### src/design/dfe_pkg.sv
`default_nettype none
package dfe_pkg;

  localparam int unsigned MaxPatternBytes = 8;
  localparam int unsigned WinBits = 8 * MaxPatternBytes;
  localparam int unsigned LenBits = $clog2(MaxPatternBytes + 1);
  localparam int unsigned SelBits = (MaxPatternBytes > 1) ? $clog2(MaxPatternBytes) : 1;

  localparam logic [7:0] QuoteChar = 8'h22;
  localparam logic [7:0] BackslashChar = 8'h5C;

  typedef enum logic [1:0] {
    KIND_BYTE      = 2'd0,
    KIND_DONE      = 2'd1,
    KIND_NOT_FOUND = 2'd2,
    KIND_EMPTY     = 2'd3
  } kind_e;

  typedef enum logic [1:0] {
    REG_START_PATTERN = 2'd0,
    REG_START_LENGTH  = 2'd1,
    REG_END_PATTERN   = 2'd2,
    REG_END_LENGTH    = 2'd3
  } reg_idx_e;

  function automatic logic [LenBits-1:0] clamp_len(logic [3:0] len);
    logic [LenBits-1:0] res;
    if (32'(len) > MaxPatternBytes) begin
      res = LenBits'(MaxPatternBytes);
    end else begin
      res = LenBits'(len);
    end
    return res;
  endfunction

  // oldest window byte lines up with pattern byte 0
  function automatic logic window_match(logic [WinBits-1:0] pat, logic [WinBits-1:0] win,
                                        logic [LenBits-1:0] len);
    logic ok;
    logic [SelBits-1:0] sel;
    ok = 1'b1;
    for (int i = 0; i < MaxPatternBytes; i++) begin
      sel = SelBits'(32'(len) - 32'd1 - 32'(i));
      if (32'(i) < 32'(len)) begin
        if (pat[8*i +: 8] != win[8*sel +: 8]) begin
          ok = 1'b0;
        end
      end
    end
    return ok;
  endfunction

endpackage
`default_nettype wire

### src/design/delimited_field_extractor.sv
`default_nettype none
// channel   direction  signals                       contents
// s_axis    in         tvalid tready tdata tlast     text byte, end of text
// m_axis    out        tvalid tready tdata tuser tlast  field byte, kind, last
// cfg       in         valid ready index data        register writes, always ready
//
// one text byte per cycle unless m_axis stalls; an accepted item sits in the input register,
// then its output, if any, goes to the result register (8-byte window match logic between).
// async active-low reset clears phase, window and both stage valids.
// a stall on m_axis holds the result register and, behind it, the input register.
module delimited_field_extractor (
  input  wire logic        clk_i,
  input  wire logic        rst_ni,
  input  wire logic        s_axis_tvalid_i,
  output      logic        s_axis_tready_o,
  input  wire logic [7:0]  s_axis_tdata_i,   // [7:0] text_byte
  input  wire logic        s_axis_tlast_i,   // end_of_text
  output      logic        m_axis_tvalid_o,
  input  wire logic        m_axis_tready_i,
  output      logic [7:0]  m_axis_tdata_o,   // [7:0] field_byte
  output      logic [1:0]  m_axis_tuser_o,   // [1:0] kind
  output      logic        m_axis_tlast_o,   // last
  input  wire logic        cfg_valid_i,
  output      logic        cfg_ready_o,
  input  wire logic [1:0]  cfg_index_i,
  input  wire logic [63:0] cfg_data_i
);

  logic [dfe_pkg::WinBits-1:0] start_pat_q, end_pat_q;
  logic [3:0] start_len_q, end_len_q;

  logic       in_valid_q;
  logic [7:0] in_byte_q;
  logic       in_eot_q;

  logic                        coll_q, coll_d;
  logic [dfe_pkg::WinBits-1:0] win_q, win_d;
  logic [dfe_pkg::LenBits-1:0] cnt_q, cnt_d;

  logic        out_valid_q;
  logic [7:0]  out_byte_q, out_byte_d;
  logic [1:0]  out_kind_q, out_kind_d;
  logic        produce;

  logic advance;
  logic [dfe_pkg::LenBits-1:0] slen, elen, cnt_inc;
  logic [dfe_pkg::SelBits-1:0] old_sel;
  logic empty_pat, hit;

  assign cfg_ready_o = 1'b1;
  assign advance = !out_valid_q || m_axis_tready_i;
  assign s_axis_tready_o = !in_valid_q || advance;

  always_ff @(posedge clk_i or negedge rst_ni) begin
    if (!rst_ni) begin
      start_pat_q <= '0;
      start_len_q <= '0;
      end_pat_q   <= '0;
      end_len_q   <= '0;
    end else if (cfg_valid_i) begin
      case (cfg_index_i)
        dfe_pkg::REG_START_PATTERN: start_pat_q <= cfg_data_i;
        dfe_pkg::REG_START_LENGTH:  start_len_q <= cfg_data_i[3:0];
        dfe_pkg::REG_END_PATTERN:   end_pat_q   <= cfg_data_i;
        dfe_pkg::REG_END_LENGTH:    end_len_q   <= cfg_data_i[3:0];
        default: ;
      endcase
    end
  end

  always_ff @(posedge clk_i or negedge rst_ni) begin
    if (!rst_ni) begin
      in_valid_q <= 1'b0;
    end else if (s_axis_tready_o) begin
      in_valid_q <= s_axis_tvalid_i;
    end
  end

  always_ff @(posedge clk_i) begin
    if (s_axis_tready_o && s_axis_tvalid_i) begin
      in_byte_q <= s_axis_tdata_i;
      in_eot_q  <= s_axis_tlast_i;
    end
  end

  always_comb begin
    slen = dfe_pkg::clamp_len(start_len_q);
    elen = dfe_pkg::clamp_len(end_len_q);
    empty_pat = (slen == '0) || (elen == '0);
    coll_d = coll_q;
    win_d = win_q;
    cnt_d = cnt_q;
    produce = 1'b0;
    out_byte_d = '0;
    out_kind_d = dfe_pkg::KIND_BYTE;
    hit = 1'b0;
    old_sel = dfe_pkg::SelBits'(32'(elen) - 32'd1);
    cnt_inc = (32'(cnt_q) < dfe_pkg::MaxPatternBytes) ? cnt_q + 1'b1 : cnt_q;
    if (in_eot_q) begin
      coll_d = 1'b0;
      win_d = '0;
      cnt_d = '0;
      produce = 1'b1;
      out_kind_d = empty_pat ? dfe_pkg::KIND_EMPTY : dfe_pkg::KIND_NOT_FOUND;
    end else if (empty_pat) begin
      coll_d = 1'b0;
      win_d = '0;
      cnt_d = '0;
    end else begin
      win_d = {win_q[dfe_pkg::WinBits-9:0], in_byte_q};
      cnt_d = cnt_inc;
      if (!coll_q) begin
        if (cnt_inc >= slen && dfe_pkg::window_match(start_pat_q, win_d, slen)) begin
          coll_d = 1'b1;
          cnt_d = '0;
        end
      end else begin
        hit = (cnt_inc >= elen) && dfe_pkg::window_match(end_pat_q, win_d, elen);
        // escaped quote stays inside the field
        if (elen == dfe_pkg::LenBits'(1) && end_pat_q[7:0] == dfe_pkg::QuoteChar &&
            win_d[15:8] == dfe_pkg::BackslashChar) begin
          hit = 1'b0;
        end
        if (hit) begin
          coll_d = 1'b0;
          cnt_d = '0;
          produce = 1'b1;
          out_kind_d = dfe_pkg::KIND_DONE;
        end else if (cnt_inc >= elen) begin
          produce = 1'b1;
          out_byte_d = win_d[8*old_sel +: 8];
        end
      end
    end
  end

  always_ff @(posedge clk_i or negedge rst_ni) begin
    if (!rst_ni) begin
      coll_q <= 1'b0;
      win_q <= '0;
      cnt_q <= '0;
      out_valid_q <= 1'b0;
    end else if (advance) begin
      out_valid_q <= in_valid_q && produce;
      if (in_valid_q) begin
        coll_q <= coll_d;
        win_q <= win_d;
        cnt_q <= cnt_d;
      end
    end
  end

  always_ff @(posedge clk_i) begin
    if (advance && in_valid_q && produce) begin
      out_byte_q <= out_byte_d;
      out_kind_q <= out_kind_d;
    end
  end

  assign m_axis_tvalid_o = out_valid_q;
  assign m_axis_tdata_o = out_byte_q;
  assign m_axis_tuser_o = out_kind_q;
  assign m_axis_tlast_o = (out_kind_q != dfe_pkg::KIND_BYTE);

endmodule
`default_nettype wire
### config.mk
export PLATFORM = sky130hd
export DESIGN_NAME = delimited_field_extractor
export DESIGN_NICKNAME = d
export VERILOG_FILES = /design/src/design/dfe_pkg.sv /design/src/design/delimited_field_extractor.sv
export SDC_FILE = /design/constraint.sdc
export NUM_CORES = 1
export LEC_CHECK = 0
export BUFFER_PORTS_ARGS = -buffer_cell sky130_fd_sc_hd__buf_4
export CELL_PAD_IN_SITES_DETAIL_PLACEMENT = 0
export CELL_PAD_IN_SITES_GLOBAL_PLACEMENT = 1
export CORE_MARGIN = 3
export CORE_UTILIZATION = 46
export DETAILED_ROUTE_END_ITERATION = 10
export PLACE_DENSITY = 0.78
export SLEW_MARGIN = 20
export SYNTH_ARGS = -nofsm -noshare
export SYNTH_HDL_FRONTEND = slang
export SYNTH_SLANG_ARGS = --single-unit
### constraint.sdc
create_clock -name clk_i -period 4.2 [get_ports clk_i]
set_input_delay 0.21 -clock clk_i [delete_from_list [all_inputs] [get_ports clk_i]]
set_output_delay 0.21 -clock clk_i [all_outputs]
set_load 0.02 [all_outputs]
**Word level (Yosys, flattened, before mapping)**

Index checks and enable logic that the tools add are counted.

- Output and inout bits: 14
- Bits in registers: 218
- Logic and storage cells: 193

- Shift operators: 16
- Bitwise logic cells: 2
- Reductions and logical operators: 23
- Add/subtract/negate cells: 17
- Magnitude comparators: 21
- Equal/unequal tests: 22
- Multiplexer cells: 79

Operators with widths:

| kind | count |
|---|---|
| 64-bit by 7-bit variable part select with 8-bit output | 16 |
| 8-bit inequality test | 16 |
| 56-bit two-way mux | 2 |
| 1-bit two-way mux | 68 |
| 3-bit by 4-bit less-than comparator with 1-bit output (first input constant) | 8 |
| 4-bit two-way mux | 8 |
| 3-bit by 1-bit subtractor with 3-bit output (second input constant) | 6 |
| 3-bit subtractor (second input constant) | 6 |
| 1-bit by 4-bit less-than comparator with 1-bit output (first input constant) | 4 |
| 2-bit by 4-bit less-than comparator with 1-bit output (first input constant) | 4 |
| 3-bit by 2-bit subtractor with 3-bit output (second input constant) | 4 |
| 2-bit AND reduction | 5 |
| 8-bit by 6-bit == test with 1-bit output (second input constant) | 1 |
| 8-bit by 7-bit == test with 1-bit output (second input constant) | 1 |
| 4-bit greater-or-equal comparator | 2 |
| 4-bit greater-than comparator (second input constant) | 2 |
| 1-bit logical AND | 8 |
| 4-bit logical NOT | 2 |
| 5-bit OR reduction | 1 |
| 4-bit by 1-bit adder with 4-bit output (second input constant) | 1 |
| 2-bit == test (second input constant) | 2 |
| 4-bit by 1-bit == test with 1-bit output (second input constant) | 1 |
| 4-bit less-than comparator (second input constant) | 1 |
| 1-bit logical OR | 3 |
| other kinds (6) | 8 |

**Longest topological paths before layout**

Gate-level depths: netlist of run 1.

- Word-level depth: 38
- Mapped depth: 19
- Gate-level depth less buffers: 13

**Worst setup path before layout of run 1**

Ideal clock, no wire load.

- Kind: register to register
- Start: register end_len_q[3]
- End: register out_byte_q[2] (netlist: m_axis_tdata_o[2]) (data pin)
- Stages on the path, launching flop included: 18
- Slack: -294 ps
- Arrival time: 4,225 ps
- Path buffers: 6
- Cells stage by stage: dfrtp_1 nand2b_1 buf_6 buf_4 buf_2 buf_2 ha_1 clkbuf_1 clkbuf_1 mux2i_1 mux4_2 xnor2_1 nor4_2 nand3_1 o41ai_2 a21oi_2 o311ai_4 nor3_1

- Word-level cells in the longest chain between the ends: 33
- Elaborated cells between the ends (all ways): 69
- Classes of those cells: add/sub: 8; order compare: 10; eq/ne: 9; shift: 8; mux: 27; bitwise: 1; reduce/logical: 6

RTL lines:

| item | RTL line | RTL |
|---|---|---|
| start: declaration | delimited_field_extractor.sv:30 | `logic [3:0] start_len_q, end_len_q;` |
| start signal: assignment | delimited_field_extractor.sv:65 | `dfe_pkg::REG_END_LENGTH: end_len_q <= cfg_data_i[3:0];` |
| 4-bit greater-than comparator | dfe_pkg.sv:28 | `if (32'(len) > MaxPatternBytes) begin` |
| 4-bit two-way mux * | dfe_pkg.sv:28 |  |
| branches (longest 31 deep; another with 3-bit by 1-bit subtractor with 3-bit output) | n/a |  |
| end signal: assignment | delimited_field_extractor.sv:155 | `out_byte_q <= out_byte_d;` |
| end: declaration | delimited_field_extractor.sv:41 | `logic [7:0] out_byte_q, out_byte_d;` |

Mark *: on every way between the ends. The select of a mux whose other input is x is not followed.
A chain may end at the register's enable or synchronous reset.

**Worst setup path in the final report of run 1**

- Start: register end_len_q[3]
- End: register out_byte_q[7] (netlist: m_axis_tdata_o[7]) (data pin)

Same word-level chain as after synthesis.

==> results of run 1 <==
==> routing by layer <==
| metal | track usage (%) | vias up |
|---|---|---|
| li1 | - | 6775 |
| met3 | 12.0 | 322 |
| met4 | 18.6 | 2 |
| met1 | 45.3 | 8039 |
| met5 | 0 | - |
| met2 | 50.8 | 1181 |
==> per-stage QoR <==
| stage | power [W] | hold WS [ns] |
|---|---|---|
| floorplan | 0.00602 | -0.0856 |
| global placement | 0.00747 | 0.0691 |
| detailed placement | 0.00752 | 0.0686 |
| CTS | 0.00994 | 0.0454 |
| global route | 0.0105 | 0.0705 |
| finish | 0.0101 | 0.0621 |
==> state kept, by name, summed over array words and instances (netlist names) <==
name and flops:
end_len_q 4, cnt_q 4, end_pat_q 64, in_valid_q 1
m_axis_tvalid_o 1, start_len_q 4, coll_q 1, in_byte_q 8
m_axis_tdata_o 8, win_q 56, m_axis_tuser_o 2, in_eot_q 1
start_pat_q 64
==> kinds of logic after synthesis <==
logic type      share of synthesized area, %
simple gates                            9.74
compound gates                          14.7
mux                                     30.1
flops                                   30.8
xor+xnor                                8.34
fa+ha+maj                              0.904
other cells                           0.0208
buf+inv                                 5.34
==> timing repair <==
action                                  4_1_cts  5_1_grt
endpoints found under the hold margin       272        0
buffers inserted                              0        1
hold buffers                                 77        0
endpoints found under the setup margin        8       14
resized for setup                             1       17
pin swaps                                     0        2
==> worst paths after layout <==
path / startpoint / end / slack, ns / depth (start not counted)
max: end_len_q[3] / m_axis_tdata_o[7] / 0.03 / 17
max in group asynchronous: rst_ni / win_q[41] / 2.93 / 3
min: rst_ni / start_pat_q[56] / 0.06 / 2
min in group clk_i: cfg_valid_i / start_len_q[3] / 0.21 / 3
min reg2reg: end_pat_q[60] / end_pat_q[60] / 0.52 / 1
max reg2reg: end_len_q[3] / m_axis_tdata_o[7] / 0.03 / 17
==> power by group through the flow <==
| stage | clock network (W) | registers, W | logic (W) |
|---|---|---|---|
| after floorplan | 0 | 0.00267 | 0.00335 |
| after global placement | 0 | 0.00293 | 0.00454 |
| after detailed placement | 0 | 0.00294 | 0.00458 |
| after CTS | 0.00237 | 0.00290 | 0.00467 |
| after global routing | 0.00245 | 0.00295 | 0.00509 |
| final | 0.00233 | 0.00294 | 0.00480 |
==> cell usage in the layout (no fill, tap or decap), drive strengths merged, types with 29 or more instances in the layout <==
cell type    count
inv             29
xor2            56
nand2           79
a21oi           44
xnor2          112
dlygate4sd3     77
mux2           159
mux4            93
mux2i          152
dfrtp          199
a22o            51
buf            240
o21ai           41
nor2            72
clkbuf          39
==> layout make-up <==
class	count	area, µm²	area share [%]
Multi-Input combinational cell	1257	11600	53.9
Sequential cell	218	5560	25.9
Timing Repair Buffer	318	2710	12.6
Clock buffer	38	767	3.57
Tap cell	511	639	2.98
Inverter	30	123	0.571
Clock inverter	10	114	0.530
Antenna cell	1	2.50	0.0117
==> worst max-delay path: cells and delay by family (launching register included) <==
family | cells | cell delay, ns
AO/OA/AOI/OAI | 5 | 1.41
buffers and inverters | 7 | 1.38
AND/OR/NAND/NOR | 4 | 0.65
flip-flops | 1 | 0.41
XOR/XNOR | 1 | 0.07
==> reports/metrics.yaml, run 1 <==
dr.pass1.iters: 7
m1WireLength_mm: 27.3
p_leak_nw: 8.83
syn-num-nets: 1796
instances_no_fill: 2383
hold_violations: 0
crit_required_ns: 4.50
highest_layer: "met5"
root_buffer: "clkbuf_16"
final.setup.tns_ns: 0
routed_wl_mm: 73.2
synth_ff_type: "dfrtp_1"
num_rows: 71
maxCapViolCount: 0
yosysMostFrequentCell: "dfrtp_1"
finalCritPeriodShare_pct: 99.4
peakVddDrop_v: 0.000409
yosysTopAreaCell: "dfrtp_1"
worstPathCellList: "buf_12, and2b_2, inv_4, buf_12, a2111oi_0, a2111oi_1, buf_4, xor2_1, nor4_1, nand4_1, buf_4, a211oi_1, o2111ai_1, buf_4, o311ai_4, buf_4, nor2_1"
drc_errors: 0
critPathMaxStageDelay_ns: 0.60
tritoncts: "yes"
synthCells: 1703
dr.first_iter.drc_count: 2282
yosysTopAreaCellShare_pct: 27.7
min_path_type: "primary input to asynchronous set/reset pin"
grt_pass1_vias: 15991
ys_ff_latch: 218
clk_pin_slew_ns: 0.06
finalCriticalPeriod_ns: 4.17
placed_area_mm2: 0.0198
io_pins: 94
clock.fmax_mhz: 240
postLayoutCoreUtil_pct: 56.4
antenna_found_initial: 2
vias: 16319
dieHeight_um: 204
wl_met2_mm: 30.8
finalSetupViolations: 0
syn_avg_cell_area_um2: 10.6
rsz0062_at_grt: "no"
ys_seq_area_share_pct: 30.8
io_buffers: 92
status: "complete, no violations"
place_hpwl_mm: 52.1
p_switching_w: 0.00406
htreeDepth: 1
power.density_mw_per_mm2: 469
pre_cts_ws_ns: -0.0112
nFillCells: 3213
fp.coreArea_mm2: 0.0381
yosys_warnings: 0
clk_path_buf_depth: 3
layout-drive-gt1-share_pct: 31.4
synth_edf_count: 19
wl_per_cell_um: 30.7
numCtsBuffers: 26
skew_ns: 0.0131
met3_length_mm: 9.89
seqPwrFrac_pct: 29.2
cts_sinks: 218
ys_top_cells_by_count: "dfrtp_1 (199), mux2_2 (159), mux2i_1 (151)"
comb_power_share_pct: 47.7
grt-ovfl-total: 0
pwr-share-clk_pct: 23.2
grt_pass1_wl_mm: 107
cp.arrival_ns: 4.47
grt_usage_pct: 34.7
dp_cells: 2256
crit_path_start_kind: "register"
vias_per_cell: 6.85
p_sw_share_pct: 40.3
path_max_fanout: 25
synth.area.top_cells: "dfrtp_1 (28%), mux4_2 (12%), mux2_2 (10%)"
routabilityCongestion: 1.05
crit_path_end_kind: "register"
fin_ws_ns: 0.0259
slew_viol_final: 0
worstSkewPairLatency_ns: 0.56
final_area_mm2: 0.0215
async_reset_ff_share_pct: 91.3
critPathMostFrequentCell: "buf_4"
worst_pin_slew_ns: 1.01
grt_max_degree: 112
die_w_um: 204
p_int_w: 0.00601
ant_nets: 0
critical_path.slowest_cell: "a2111oi_1"
die_area_mm2: 0.0415
relSlewSlack_pct: 31.8
final_net_count: 1944
syn-cell-area_mm2: 0.0180
crit_type: "register to register"
area_delta_synth_final_pct: 19.4
ys_types: 95
initial_core_util_pct: 47.2
No activity file was read; power rests on OpenSTA's default activity.
==> run 2, diff against run 1 <==
--- a/config.mk
+++ b/config.mk
@@ -8,6 +8,7 @@
 export BUFFER_PORTS_ARGS = -buffer_cell sky130_fd_sc_hd__buf_4
 export CELL_PAD_IN_SITES_DETAIL_PLACEMENT = 0
 export CELL_PAD_IN_SITES_GLOBAL_PLACEMENT = 1
+export CORE_ASPECT_RATIO = 1.5
 export CORE_MARGIN = 3
 export CORE_UTILIZATION = 46
 export DETAILED_ROUTE_END_ITERATION = 10
==> run 2 against run 1 <==
Compared with the run above: count of clock-buffer cells in the layout decreased by 10; critical endpoint is now m_axis_tuser_o[0]; sequential power about the same; global-route usage increased by 0.48 points; sequential share of layout area decreased by 0.056 points; final cell count decreased by 0.76%; total power decreased by 0.72%; via count about the same; critical path depth decreased by 1; non-clock buffer count increased by 5; highest routed layer is now met4; final area increased by 0.22%; worst hold slack got worse by 0.032 ns; combinational power increased by 1%.
==> reports/metrics.yaml, run 2 (synthesis results as in run 1) <==
status: "complete, no violations"
initial_core_util_pct: 46.7  # -0.52 points
mostFrequentLayoutCell: "buf_4"
dieHeight_um: 248  # +22%
root_buffer: "clkbuf_16"
grt_max_degree: 88  # -21%
num_rows: 88  # +24%
pre_cts_ws_ns: -0.171  # -0.159 ns
m1WireLength_mm: 26.9  # -1.3%
final_area_mm2: 0.0215  # +0.22%
clk_pin_slew_ns: 0.07  # about the same
skew_ns: 0.0168  # +0.00376 ns
htreeDepth: 1  # unchanged
power_w: 0.0100  # -0.72%
finalCriticalPeriod_ns: 4.07  # -0.102 ns
routabilityCongestion: 1.08  # +3.4%
cp.arrival_ns: 4.47  # about the same
placed_area_mm2: 0.0198  # +0.20%
die_w_um: 167  # -18%
hold_violations: 0  # unchanged
maxCapViolCount: 0  # unchanged
fp.coreArea_mm2: 0.0385  # +1.1%
cts_sinks: 218  # unchanged
peakVddDrop_v: 0.000463  # +13%
final_net_count: 1946  # +0.10%
final.setup.tns_ns: 0  # unchanged
dr.pass1.iters: 6  # -1
instances_no_fill: 2365  # -0.76%
fin_ws_ns: 0.128  # +0.102 ns
grt_pass1_wl_mm: 109  # +2.2%
grt-ovfl-total: 0  # unchanged
layout-drive-gt1-share_pct: 32.0  # +0.68 points
tritoncts: "yes"
dr.first_iter.drc_count: 2146  # -6.0%
crit_type: "register to register"
io_pins: 94  # unchanged
worstSkewPairLatency_ns: 0.54  # -0.02 ns
numCtsBuffers: 23  # -12%
antenna_found_initial: 1  # -1
dp_cells: 2245  # -0.49%
slew_viol_final: 0  # unchanged
clock.fmax_mhz: 246  # +2.5%
wl_met2_mm: 34.2  # +11%
wl_per_cell_um: 31.8  # +3.5%
vias_per_cell: 6.90  # +0.78%
place_hpwl_mm: 53.9  # +3.5%
ant_nets: 0  # unchanged
grt_usage_pct: 35.2  # +0.48 points
mostFrequentLayoutCells: "buf_4 (234), dfrtp_1 (195), mux2_2 (159), mux2i_1 (149), xnor2_1 (105)"
power.density_mw_per_mm2: 464  # -0.93%
die_area_mm2: 0.0416  # +0.12%
crit_required_ns: 4.60  # +0.10 ns
crit_path_end_kind: "register"
top_regs: "end_pat_q x64, start_pat_q x64, win_q x56"
p_leak_nw: 8.87  # +0.46%
vias: 16322  # +0.018%
met3_length_mm: 7.53  # -24%
io_buffers: 92  # unchanged
relSlewSlack_pct: 37.3  # +5.5 points
drc_errors: 0  # unchanged
finalSetupViolations: 0  # unchanged
grt_pass1_vias: 16082  # +0.57%
routed_wl_mm: 75.1  # +2.7%
worst_pin_slew_ns: 0.941  # -0.0698 ns
crit_path_start_kind: "register"
highest_layer: "met4"
min_path_type: "primary input to register"
path_max_fanout: 16  # -36%
area_delta_synth_final_pct: 19.6
clk_path_buf_depth: 3  # unchanged
finalCritPeriodShare_pct: 96.9  # -2.4 points
-- run 2: cell count changes in the layout (fill, tap and decap cells not counted), moves of 2 or more --
cell           previous run  this run
buf_4                   229       234
clkbuf_1                  6         1
a2111oi_1                 4         2
clkbuf_16                27        25
clkbuf_8                  6         4
clkinv_1                  1         3
clkinv_2                  4         2
clkinv_4                  3         1
dlygate4sd3_1            77        75
inv_6                     1         3
mux2i_2                   0         2
nor4b_2                   2         0
xnor2_4                   1         3
-- run 2: repair_timing --
action / CTS / global route
gates resized for setup: 5 / 22
gates cloned: 0 / 1
buffers inserted: 0 / 2
endpoints found under the hold margin: 224 / 0
setup endpoints to repair: 14 / 14
hold buffers: 75 / 0
pin swaps: 1 / 6
-- run 2: final timing paths --
check | slack, ns | cells past startpoint | start | endpoint
worst max-delay path | 0.13 | 16 | end_len_q[3] | m_axis_tuser_o[0]
worst min-delay path | 0.03 | 2 | cfg_data_i[2] | start_pat_q[2]
worst max register to register | 0.13 | 16 | end_len_q[3] | m_axis_tuser_o[0]
worst min register to register | 0.53 | 1 | end_pat_q[28] | end_pat_q[28]
max in group asynchronous | 2.81 | 3 | rst_ni | end_pat_q[35]
min in group asynchronous | 0.27 | 2 | rst_ni | start_pat_q[17]
-- run 2: where the power goes --
part           internal, W  switching, W  leakage (nW)
registers          0.00243      0.000491          2.65
logic              0.00222       0.00264          5.82
clock network      0.00129      0.000927         0.390
total              0.00594       0.00405          8.87
-- run 2: routing by layer --
metal  track usage (%)  vias up
li1                  -     6770
met1              42.8     8105
met2              56.7     1103
met3              7.46      344
met4              22.9        0
met5                 0        -
-- run 2: layout make-up --
cell class                      instances  area [µm²]
Inverter                               30         118
Clock buffer                           28         646
Sequential cell                       218        5560
Multi-Input combinational cell       1257       11700
Timing Repair Buffer                  323        2770
Antenna cell                            1        2.50
Clock inverter                         13         158
Tap cell                              495         619
Fill cell                            3350       17000
-- run 2: critical path, cell delays in order (launching register included) --
cell,delay [ns]
dfrtp_1,0.43
nand2b_2,0.24
ha_4,0.20
buf_12,0.16
xnor2_2,0.18
buf_12,0.17
mux2i_1,0.09
a221oi_2,0.30
buf_4,0.17
mux2_2,0.34
a211oi_2,0.27
nand3_2,0.15
o41ai_4,0.40
a21oi_2,0.11
buf_4,0.17
nor4b_4,0.38
a21bo_1,0.17
-- run 2: stage by stage --
stage | utilization, % | hold WS (ns)
6_report | 55.9 | 0.0303
3_3_place_gp | 51.3 | 0.311
2_1_floorplan | - | -0.0856
5_1_grt | 55.9 | 0.0248
3_5_place_dp | 51.4 | 0.319
4_1_cts | 55.4 | 0.00244
==> run 3, diff against run 2 <==
--- a/config.mk
+++ b/config.mk
@@ -12,8 +12,7 @@
 export CORE_MARGIN = 3
 export CORE_UTILIZATION = 46
 export DETAILED_ROUTE_END_ITERATION = 10
-export PLACE_DENSITY = 0.78
-export SLEW_MARGIN = 20
+export PLACE_DENSITY_LB_ADDON = 0.1
 export SYNTH_ARGS = -nofsm -noshare
 export SYNTH_HDL_FRONTEND = slang
 export SYNTH_SLANG_ARGS = --single-unit
==> run 3 against run 2 <==
Compared with the run above: sequential share of layout area grew 0.083 points; utilization fell by 0.17 points; final cell count grew 0.38%; clock power up 2%; fmax decreased by 0.40%; via count down 1.3%; sequential power hardly changed; critical endpoint is now m_axis_tdata_o[6]; critical path depth unchanged; largest cell class unchanged; total power is essentially flat; final area is 0.30% lower; critical path type unchanged.
==> reports/metrics.yaml, run 3 (synthesis results as in run 1) <==
layout-drive-gt1-share_pct: 31.9  # -0.12 points
tritoncts: "yes"
p_sw_share_pct: 40.8  # +0.28 points
seqPwrFrac_pct: 29.6  # +0.4 points
crit_path_end_kind: "register"
routed_wl_mm: 77.4  # +3.0%
status: "complete, no violations"
cpLargestDelayFamily: "compound AO/OA/AOI/OAI gates"
cp.arrival_ns: 4.40  # -0.07 ns
path_max_fanout: 31  # +15
initial_core_util_pct: 46.7  # unchanged
final_net_count: 1954  # +0.41%
peakVddDrop_v: 0.000504  # +8.9%
cts_sinks: 218  # unchanged
wl_per_cell_um: 32.6  # +2.6%
io_buffers: 92  # unchanged
critPathMaxStageDelay_ns: 0.42  # about the same
slew_viol_final: 0  # unchanged
top_regs: "end_pat_q x64, start_pat_q x64, win_q x56"
ant_nets: 0  # unchanged
p_switching_w: 0.00408  # +0.68%
p_leak_nw: 8.84  # -0.31%
dp_cells: 2253  # +0.36%
final.setup.tns_ns: 0  # unchanged
worst_r2r_path_depth: 16  # unchanged
skew_ns: 0.0177  # +0.000876 ns
cp_num_cells: 16  # unchanged
multiInputGateArea_mm2: 0.0116  # -0.78%
finalSetupViolations: 0  # unchanged
drc_errors: 0  # unchanged
numCtsBuffers: 24  # +4.3%
grt_pass1_vias: 16412  # +2.1%
crit_buf_inv: 4  # unchanged
hold_violations: 0  # unchanged
grt_usage_pct: 36.7  # +1.6 points
worst_pin_slew_ns: 1.28  # +0.337 ns
grt_pass1_wl_mm: 113  # +3.3%
routabilityCongestion: 1.01  # -6.8%
grt-ovfl-total: 0  # unchanged
place_hpwl_mm: 55.9  # +3.7%
hold_path_depth: 3  # +1
pwr-share-clk_pct: 22.6  # +0.5 points
min_from: "m_axis_tready_i"
antenna_found_initial: 4  # +3
critical_path.slowest_cell: "dfrtp_1"
dieHeight_um: 248  # unchanged
power.density_mw_per_mm2: 466  # +0.29%
fp.coreArea_mm2: 0.0385  # unchanged
dr.first_iter.drc_count: 2070  # -3.5%
htreeDepth: 1  # unchanged
root_buffer: "clkbuf_16"
clk_path_buf_depth: 3  # unchanged
p_int_w: 0.00591  # -0.47%
mostFrequentLayoutCell: "buf_4"
worstSkewPairLatency_ns: 0.57  # +0.03 ns
vias: 16106  # -1.3%
finalCriticalPeriod_ns: 4.09  # +0.0165 ns
mostFrequentLayoutCells: "buf_4 (244), dfrtp_1 (194), mux2_2 (159), mux2i_1 (151), xnor2_1 (106)"
final-seq-area_mm2: 0.00556  # about the same
relSlewSlack_pct: 14.5  # -23 points
crit_path_start: "end_len_q[3]"
clock.fmax_mhz: 245  # -0.40%
num_rows: 88  # unchanged
instances_no_fill: 2374  # +0.38%
area_delta_synth_final_pct: 19.3
die_area_mm2: 0.0416  # unchanged
r2r-start: "end_len_q[3]"
finalCritPeriodShare_pct: 97.3  # +0.39 points
postLayoutCoreUtil_pct: 55.7  # -0.17 points
antenna_cells: 0  # -1
crit_type: "register to register"
clk_pin_slew_ns: 0.07  # about the same
crit_required_ns: 4.52  # -0.08 ns
maxCapViolCount: 0  # unchanged
min_path_type: "primary input to register"
vias_per_cell: 6.78  # -1.7%
comb_power_share_pct: 47.8  # -0.8 points
nFillCells: 3377  # +0.81%
grt_max_degree: 95  # +8.0%
worstPathCellList: "nand2b_2, ha_1, buf_12, xnor2_1, buf_4, a32o_1, a221oi_2, buf_4, xor2_1, nor2_1, a211o_1, o41ai_2, a21oi_2, o311ai_4, buf_12, a21oi_1"
die_w_um: 167  # unchanged
power_w: 0.00999  # about the same
io_pins: 94  # unchanged
crit_path_start_kind: "register"
dr.pass1.iters: 7  # +1
run 3: cell types whose count changed in the layout (fill, tap and decap cells not counted), sizes merged:
cell / delta
clkinv: -1
bufinv: -1
inv: -1
buf: +7
clkbuf: +3
clkinvlp: +2
dlygate4sd3: +1
diode: -1
run 3: power groups by stage:
stage	Sequential [W]	Clock, W	Combinational (W)
after global routing	0.00297	0.00237	0.00510
after detailed placement	0.00297	0	0.00463
after global placement	0.00297	0	0.00459
final	0.00295	0.00226	0.00478
after CTS	0.00293	0.00230	0.00470
after floorplan	0.00267	0	0.00335
run 3: path summary, 6_finish.rpt:
path,to,slack [ns]
setup / recovery,m_axis_tdata_o[6],0.11
hold / removal,m_axis_tvalid_o,0.02
setup reg to reg,m_axis_tdata_o[6],0.11
hold reg to reg,end_pat_q[26],0.53
max in group asynchronous,end_pat_q[38],3.00
min in group asynchronous,m_axis_tvalid_o,0.32
run 3: metal layers:
layer | part of all wire (%) | up-vias | wire [µm] | GRT usage, %
met2 | 46 | 962 | 35700 | 59.1
met4 | 8.1 | 4 | 6240 | 24.2
met1 | 37 | 8055 | 28600 | 44.8
li1 | - | 6777 | - | -
met3 | 8.9 | 308 | 6920 | 7.67
met5 | 0.030 | - | 23 | 0
run 3: what timing repair did:
| item | in CTS | in global routing |
|---|---|---|
| setup endpoints to repair | 3 | 14 |
| hold buffers | 76 | 0 |
| resized for setup | 2 | 10 |
| setup buffers | 0 | 1 |
| hold endpoints to repair | 237 | 0 |
| pin swaps | 0 | 1 |
run 3: area by class of cell:
cell class | instances | share of cell area, %
well taps | 495 | 2.89
clock inverters | 12 | 0.647
multi-input cells | 1257 | 53.9
clock buffers | 32 | 3.23
flip-flops and latches | 218 | 25.9
repair buffers | 330 | 12.9
inverters | 30 | 0.565
run 3: metrics by stage:
step / hold WS (ns) / setup WS, ns / area (µm²)
6_report: 0.0204 / 0.112 / 21500
3_3_place_gp: 0.358 / 0.0320 / 19800
5_1_grt: 0.0737 / -0.0250 / 21500
2_1_floorplan: -0.0856 / 0.00940 / 18000
3_5_place_dp: 0.362 / 0.0138 / 19800
4_1_cts: 0.0260 / 0.0306 / 21400
run 3: tightest hold or removal path, delay by kind of cell:
kind                   cells  cell delay [ns]
AND/OR/NAND/NOR            1             0.12
AO/OA/AOI/OAI              1             0.10
buffers and inverters      1             0.08
